==> config.mk <==
export PLATFORM = sky130hd
export DESIGN_NAME = cral_ram
export DESIGN_NICKNAME = d
export VERILOG_FILES = /design/src/rtl/cral_ram.sv
export SDC_FILE = /design/constraint.sdc
export NUM_CORES = 1
export LEC_CHECK = 0
export BUFFER_PORTS_ARGS = -buffer_cell sky130_fd_sc_hd__buf_2
export CAP_MARGIN = 10
export CORE_MARGIN = 5
export CORE_UTILIZATION = 33
export CTS_CLUSTER_DIAMETER = 30
export DETAILED_ROUTE_END_ITERATION = 10
export GPL_TIMING_DRIVEN = 0
export SETUP_SLACK_MARGIN = 0.02
export SYNTH_ARGS = -nofsm -noshare
export SYNTH_HDL_FRONTEND = slang
export SYNTH_SLANG_ARGS = --single-unit
==> constraint.sdc <==
create_clock -name i_clk -period 1.95 [get_ports i_clk]
set_input_delay 0.0975 -clock i_clk [delete_from_list [all_inputs] [get_ports i_clk]]
set_output_delay 0.0975 -clock i_clk [all_outputs]
set_load 0.01 [all_outputs]
==> src/rtl/cral_ram.sv <==
// Generic simple dual port RAM: one write port, one read port, registered read.
// No dependencies.
module cral_ram #(
    parameter int WIDTH = 16,
    parameter int DEPTH = 16
) (
    input  logic                     i_clk,
    input  logic                     i_we,
    input  logic [$clog2(DEPTH)-1:0] i_waddr,
    input  logic [WIDTH-1:0]         i_wdata,
    input  logic [$clog2(DEPTH)-1:0] i_raddr,
    output logic [WIDTH-1:0]         o_rdata
);
    logic [WIDTH-1:0] r_mem [DEPTH];

    always_ff @(posedge i_clk) begin
        if (i_we) begin
            r_mem[i_waddr] <= i_wdata;
        end
        o_rdata <= r_mem[i_raddr];
    end
endmodule

Word-level counts from Yosys, hierarchy flattened
Memories as Yosys holds them, arrays and structs flattened. A register that Yosys moved wholly into a read port is not among the register bits.
Cells that the tools add are included.

storage, ports and cells
  bits in registers = 0
  word-level logic and storage cells = 3
  output and inout port bits = 16
  input port bits = 26
  memories = 1
  RAM bits = 256

memories
  memory  depth  width  rd ports  clocked after memory_dff  write ports  RTL line  text
  r_mem   16     16     1         1                         1            14        logic [WIDTH-1:0] r_mem [DEPTH];

cells by class
  muxes and demuxes = 2

operator list
  cell     count
  $mux W1  2

Depth between registers and ports, before layout
  depth in word-level cells = 2
  gate-level depth with buffers = 5
  mapped depth without buffers = 3

Least setup slack after synthesis
Ideal clock, no wire load.

  path kind = input -> register
  from = in i_waddr[2]
  to = mem r_mem[0][0], enable pin
  stages = 2
  arrival = 1.743 ns
  slack = -0.203 ns
  setup time = 0.409 ns
  data required time = 1.541 ns
  cells stage by stage = or3b_2 nor3_1

RTL lines
  what         RTL line  text
  from (decl)  9         input logic [$clog2(DEPTH)-1:0] i_waddr,
  to (decl)    14

Straight into the memory's write port.

==> out/results.ini <==
[synthesis]
synth_area_um2 = 10000
yosysMostFrequentCell = edfxtp_1
netlist_top_cells_area = edfxtp_1 (77%), mux4_2 (12%), dfxtp_1 (3.2%), mux4_1 (2.6%), a22oi_1 (2.4%)
yosys_warnings = 0
synth_top_area_share_pct = 76.5
syn_inst = 432
yosysSeqAreaShare_pct = 79.7
ys_types = 19
synth_common_cells = edfxtp_1 (256), mux4_2 (54), a22oi_1 (32)
synth_seq_cells = 272
synthFlopType = edfxtp_1
synth.avg_cell_area_um2 = 23.2
synthArstFlopShare_pct = 0
synth_top_area_cell = edfxtp_1
postSynthNetCount = 458
synth-edff-count = 256

[run]
maxCapViolCount = 0

[placement]
gp_congestion = 0.699
numPlacedInstances = 877
hpwlAfterDp_um = 14000
io_buffers = 39
dp_slack_ns = -0.00887
placedInstanceArea_um2 = 11100

[setup_path]
path_cells = buf_2, buf_1, mux4_2, a22oi_1, nand2_1
cpPeakStageDelay_ns = 0.72
cp.buffers_inverters = 2
critPathKind = input port to flop
required_ns = 2.35
path_delay_family = buffers and inverters
critPathLaunchType = input port
crit_slowest_cell = buf_1
endpoint_kind = flop
worstPathArrival_ns = 1.84
cp_max_fo = 10

[timing]
max_freq_ghz = 0.690
slew_viol_final = 0
setup_violations = 0
layout_setup_ws_ns = 0.501
worst_pin_slew_ns = 1.01
fin_crit_sh_pct = 74.3
relSlewSlack_pct = 32.2
finalClockSkew_ns = 0.0107
setup_tns_ns = 0
final_hold_viol_count = 0
layout_min_cycle_time_ns = 1.45
rsz0062_at_grt = no

[cells_and_area]
ff_latch_area_um2 = 8010
syn2layout_area_growth_pct = 28.6
nFillCells = 2534
design_area_um2 = 12900
multiInputGateArea_um2 = 1970
nNetsFinal = 582
layout-drive-gt1-share_pct = 35.8
fin_cells = 988
insertedDiodeCount = 0

[global_routing]
grt_max_degree = 17
grt_usage_pct = 13.4
grt_pass1_wl_um = 33700
first_global_vias = 5408
grt_overflow = 0
antenna_found_initial = 0

[clock_network]
cts_inserted_buffers = 51
ctsResizeCount = 0
cts-root-buf = clkbuf_16
cts_tree = yes
h-tree-depth = 2
clkTransAtPathRegs_ns = 0.05
post_cts_buffers = 0
clock-sinks = 272
cts_max_path_buffers = 3
clk_latency_ns = 0.53

[power]
power.density_nw_per_um2 = 1210
p_leak_uw = 0.00429
peakVddDrop_v = 0.000564
power_uw = 15600

[die]
start_util_pct = 33.6
core_area_um2 = 29900
die-area_um2 = 34000
die_w_um = 184
rows = 63
fp.dieH_um = 184
io_pins = 42

[drt]
vias = 4969
dr.pass1.iters = 4
routed_wl_um = 22300
viasPerCell = 5.03
first_iter_violations = 446
ant_nets = 0
drc = 0
routedWlPerCell_um = 22.6

[hold_path]
hp-class = input port to flop

[status]
status = finished clean

[cell families after synthesis]
kind of cell	Yosys count	synth area share, %
compound gates	32	2.39
buf+inv	21	1.23
mux	64	14.7
simple gates	43	1.92
flops	272	79.7
[sequential cells by signal, indices dropped and copies added, names as in the netlist]
name and flops:
o_rdata 16, r_mem 256
[layout by cell type (no fill, tap or decap), types with 2 or more instances in the layout]
master / Yosys / routed
buf_2: 3 / 42
nor3_2: 0 / 3
buf_1: 3 / 3
nor2b_1: 2 / 2
clkinv_1: 0 / 11
nor2_2: 0 / 12
buf_16: 0 / 4
clkinvlp_4: 0 / 8
nand2b_1: 2 / 2
a22oi_1: 32 / 32
buf_8: 0 / 12
dfxtp_1: 16 / 16
clkinv_2: 0 / 7
buf_6: 4 / 4
mux4_2: 54 / 54
bufinv_16: 0 / 5
nand2_1: 17 / 17
clkinv_4: 0 / 2
mux4_1: 10 / 10
buf_4: 3 / 3
inv_6: 0 / 3
dlygate4sd3_1: 0 / 16
clkbuf_16: 0 / 53
edfxtp_1: 256 / 256
clkbuf_1: 8 / 14
nand3b_1: 2 / 2
[cell type report]
type	instances	share of cell area (%)
Buffer	21	0.959
Clock buffer	59	10.4
Clock inverter	36	2.56
Multi-Input combinational cell	139	15.2
Sequential cell	272	62.0
Tap cell	390	3.78
Timing Repair Buffer	71	5.00
[worst paths after layout]
check | from | to | slack (ns) | cells after the start
worst max-delay path | i_raddr[1] | o_rdata[6] | 0.50 | 5
worst max register to register | r_mem[11][10] | o_rdata[10] | 0.58 | 3
worst min register to register | r_mem[4][15] | o_rdata[15] | 0.67 | 3
worst min-delay path | i_waddr[1] | r_mem[0][7] | 0.07 | 2
[metal layers]
metal | routed length [um] | share of wire, % | track usage, %
met3 | 1550 | 7.0 | 2.86
met2 | 10500 | 47 | 20.7
met4 | 487 | 2.2 | 4.05
met5 | 0 | 0 | 0
met1 | 9730 | 44 | 19.2
[where the power goes]
| group | internal (uW) | leakage [uW] | switching [uW] | total, uW |
|---|---|---|---|---|
| sequential | 6550 | 0.00245 | 32.4 | 6590 |
| combinational | 279 | 0.00104 | 374 | 653 |
| clock | 5590 | 0.000798 | 2780 | 8360 |
[through the flow]
step | hold slack [ns] | utilization, %
after floorplan | 0.196 | -
after global placement | 0.458 | 35.9
after detailed placement | 0.480 | 37.1
after CTS | 0.0581 | 43.2
after global routing | 0.0776 | 43.2
final | 0.0705 | 43.2
[timing repair]
| item | in CTS | in global routing |
|---|---|---|
| endpoints found under the hold margin | 256 | 0 |
| endpoints found under the setup margin | 0 | 0 |
| hold buffers | 16 | 0 |
Note: power is estimated with default switching activity, not from simulation.
